**src/sv/kfm_ram.sv**
```systemverilog
// Generic single-port-write, single-port-read RAM with a registered read.
// No dependencies; used for the entry id and entry link stores.
module kfm_ram #(
	parameter int WIDTH = 8,
	parameter int DEPTH = 256
) (
	input  logic                     clk,
	input  logic                     we,
	input  logic [$clog2(DEPTH)-1:0] waddr,
	input  logic [WIDTH-1:0]         wdata,
	input  logic [$clog2(DEPTH)-1:0] raddr,
	output logic [WIDTH-1:0]         rdata
);

	logic [WIDTH-1:0] mem [DEPTH];
	logic [WIDTH-1:0] rdata_q;

	always_ff @(posedge clk) begin
		if (we) begin
			mem[waddr] <= wdata;
		end
		rdata_q <= mem[raddr];
	end

	assign rdata = rdata_q;

endmodule

```
**config.mk**
```make
export PLATFORM = sky130hd
export DESIGN_NAME = kfm_ram
export DESIGN_NICKNAME = d
export VERILOG_FILES = /design/src/sv/kfm_ram.sv
export SDC_FILE = /design/constraint.sdc
export NUM_CORES = 2
export LEC_CHECK = 0
export BUFFER_PORTS_ARGS = -buffer_cell sky130_fd_sc_hd__clkbuf_2
export CORE_ASPECT_RATIO = 1.1
export CORE_UTILIZATION = 55
export CTS_CLUSTER_SIZE = 25
export DETAILED_ROUTE_END_ITERATION = 8
export PLACE_DENSITY = 0.71
export SETUP_SLACK_MARGIN = 0.02
export SLEW_MARGIN = 10
export SYNTH_ARGS = -nofsm -noshare
export SYNTH_HDL_FRONTEND = slang
export SYNTH_SLANG_ARGS = --single-unit
export TNS_END_PERCENT = 50
```
**constraint.sdc**
```tcl
create_clock -name clk -period 2.7 [get_ports clk]
set_input_delay 0.135 -clock clk [delete_from_list [all_inputs] [get_ports clk]]
set_output_delay 0.135 -clock clk [all_outputs]
set_load 0.01 [all_outputs]
```
==> metrics.md <==
| Metric | Value |
|---|---|
| Status | complete, but fails checks |
| Violated checks | hold timing |
| Synth Area per Inst | 21.31 µm² |
| First-pass GRT wire length | 282400 µm |
| Die Ht | 400.9 µm |
| IO buf count | 33 |
| Power per cell area | 715.2 mW/mm² |
| Synth cell count leaders | edfxtp_1 (2048), mux4_2 (454), nor2_1 (282), mux2i_1 (134), a22oi_1 (133) |
| Filler Cells Inserted | 9289 |
| Synth warnings | 0 |
| Setup TNS | 0 ns |
| Synth async-reset ratio | 0% |
| Max Fclk | 375.1 MHz |
| Post-CTS setup buffers | 0 |
| Die Area | 0.1462 mm² |
| CTS Sinks | 2056 |
| Multi-input gate area | 0.01655 mm² |
| Storage element area | 0.06166 mm² |
| Post-route DRC violation count | 0 |
| HPWL after DPL | 122700 µm |
| Number of synthesized flops with an enable pin | 2048 |
| RSZ-0062 raised after global routing | no |
| Clk Latency, worst-skew pair | 0.85 ns |
| Share of cells above drive strength 1 | 30.48% |
| Crit start category | register |
| Top-count cell post-synth | edfxtp_1 |
| CTS tree | done |
| DRT iter0 DRCs | 5079 |
| Antenna violations before repair | 13 |
| Number of global-route vias before repair | 41400 |
| IO Count | 34 |
| Main synth FF type | edfxtp_1 |
| WP data required | 3.39 ns |
| Tmin final | 2.666 ns |
| Yosys top cell area share | 77.30% |
| Synth Net Count | 3759 |
| Leak | 29.77 nW |
| Final Max Slew Viols | 0 |
| Fin Hold WS | -0.01439 ns |
| Endpoints failing setup | 0 |
| Overflow after GRT | 0 |
| Clk slew on worst S/H paths | 0.06 ns |
| Tcrit/Tclk final | 98.75% |
| Drt pass-1 iters | 6 |
| CORE AREA | 0.1438 mm² |
| Die W | 364.6 µm |
| Via count | 40760 |
| Row Count | 146 |
| Max FO, Critical Path | 1 |
| Max_slew headroom | 31.75% |
| Cell area after placement | 0.08586 mm² |
| Register bit total from synthesis | 2056 |
| Crit path kind | reg -> reg |
| Layout area overhead | 16.12% |
| Count of cell types in the netlist | 55 |
| Slew of the pin with the lowest slew margin | 1.016 ns |
| WL per Instance | 30.35 µm |
| Clk root buf | clkbuf_16 |
| Seq/Total Area, Yosys | 77.50% |
| Largest net degree at the start of global routing | 112 |
| Peak supply drop | 0.0006459 V |
| Crit. End Element | register |
| Post-route cell area | 0.09238 mm² |
| Final hold vios | 11 |
| Final Skew | 0.03666 ns |
| Post-layout net count | 4329 |
| Worst EP arrival | 3.36 ns |
| Clock Tree Buf Depth | 3 |
| Dpl ws | -0.6854 ns |
| Largest cells by area after synthesis | edfxtp_1 (77%), mux4_2 (13%), mux2i_1 (1.7%) |
| GRT Total Usage | 27.02% |
| Cts bufs inserted | 193 |
| WL final | 193900 µm |
| Hold Path Class | in -> reg |
| Vias per Instance | 6.378 |
| Synth Cell Area | 0.07956 mm² |
| Placer congestion estimate | 0.8859 |
| Routed Antenna Nets | 0 |
| Final worst slack | 0.03388 ns |
| Yosys top cell by area | edfxtp_1 |
| Starting Density | 55.34% |
| Max_cap viols | 0 |
| H-tree depth | 4 |
| Cells after Synth | 3733 |
==> sequential cells by signal (all words and copies together) (netlist names) <==
register and count:
rdata 8, mem 2048
==> final timing paths <==
check	startpoint	endpoint	slack [ns]	cells past startpoint
worst max-delay path	mem[210][5]	rdata[5]	0.03	7
worst min-delay path	wdata[3]	mem[157][3]	-0.01	1
worst max register to register	mem[210][5]	rdata[5]	0.03	7
worst min register to register	mem[61][0]	rdata[0]	1.11	7
==> per-layer routing <==
metal  wire (µm)  track usage, %  vias to the layer above
met1       72630           37.14                    21320
met2       94920           42.82                     2128
met4        8787           11.44                       16
met3       17450           5.045                      459
li1            -               -                    16840
met5         114               0                        -
==> per-stage QoR <==
step | total power (W) | instances | util (%)
2_1_floorplan | 0.03760 | 3733 | -
3_3_place_gp | 0.03931 | 6022 | 59.71
3_5_place_dp | 0.03938 | 6023 | 59.72
4_1_cts | 0.06635 | 6386 | 64.25
5_1_grt | 0.06766 | 6386 | 64.25
6_report | 0.06607 | 6390 | 64.26
==> placed cells by master, fill, tap and decap left out, drive strengths merged, types with 4 or more instances in the layout <==
cell type and instances:
a2111oi 5, a211oi 16, a21oi 96, a221oi 14, a22o 8, a22oi 133, and2 6, buf 574
bufinv 24, clkbuf 254, clkinv 87, clkinvlp 4, dfxtp 8, diode 4, dlygate4sd3 9, edfxtp 2048
inv 12, mux2i 134, mux4 456, nand2 33, nand2b 8, nand3 34, nand4 10, nor2 282
nor2b 31, nor3 22, nor4 27, o211ai 10, o21ai 12, o221ai 47, o22a 5, o22ai 28
o32ai 5, or2 4
==> power breakdown <==
group          internal, W  total, W  leakage [nW]  switching, W
registers           0.0352    0.0352          18.5     0.0000663
clock network       0.0156    0.0273          3.12        0.0118
logic              0.00137   0.00348          8.18       0.00211
total               0.0521    0.0661          29.8        0.0140
==> repair_timing <==
item | 4_1_cts | 5_1_grt
hold buffers | 9 | 0
resized for setup | 7 | 1
hold endpoints to repair | 576 | 0
setup endpoints to repair | 5 | 1
==> kinds of logic (layout without fill, tap and decap cells) <==
kind of cell,count (synthesis),in the layout,synth area share (%)
flops,2056,2056,77.50
mux,591,591,14.62
other cells,0,4,0
simple gates,466,466,2.628
buf+inv,235,964,1.831
compound gates,385,385,3.419
==> critical path, cell delays in order (launching register included) <==
cell	delay [ns]
edfxtp_1	0.37
mux4_2	0.51
a22o_1	0.27
a221oi_1	0.22
buf_4	0.18
o32ai_1	0.08
nor3_1	0.78
nor4_1	0.12
==> cell type report <==
cell class	instances	area share (%)
clock inverter	125	1.503
timing repair buffer	608	5.821
antenna	4	0.01083
multi-input combinational	1442	17.91
tap	1924	2.606
clock buffer	229	5.397
sequential	2056	66.74
inverter	2	0.008126
Note: power is estimated with default switching activity, not from simulation.
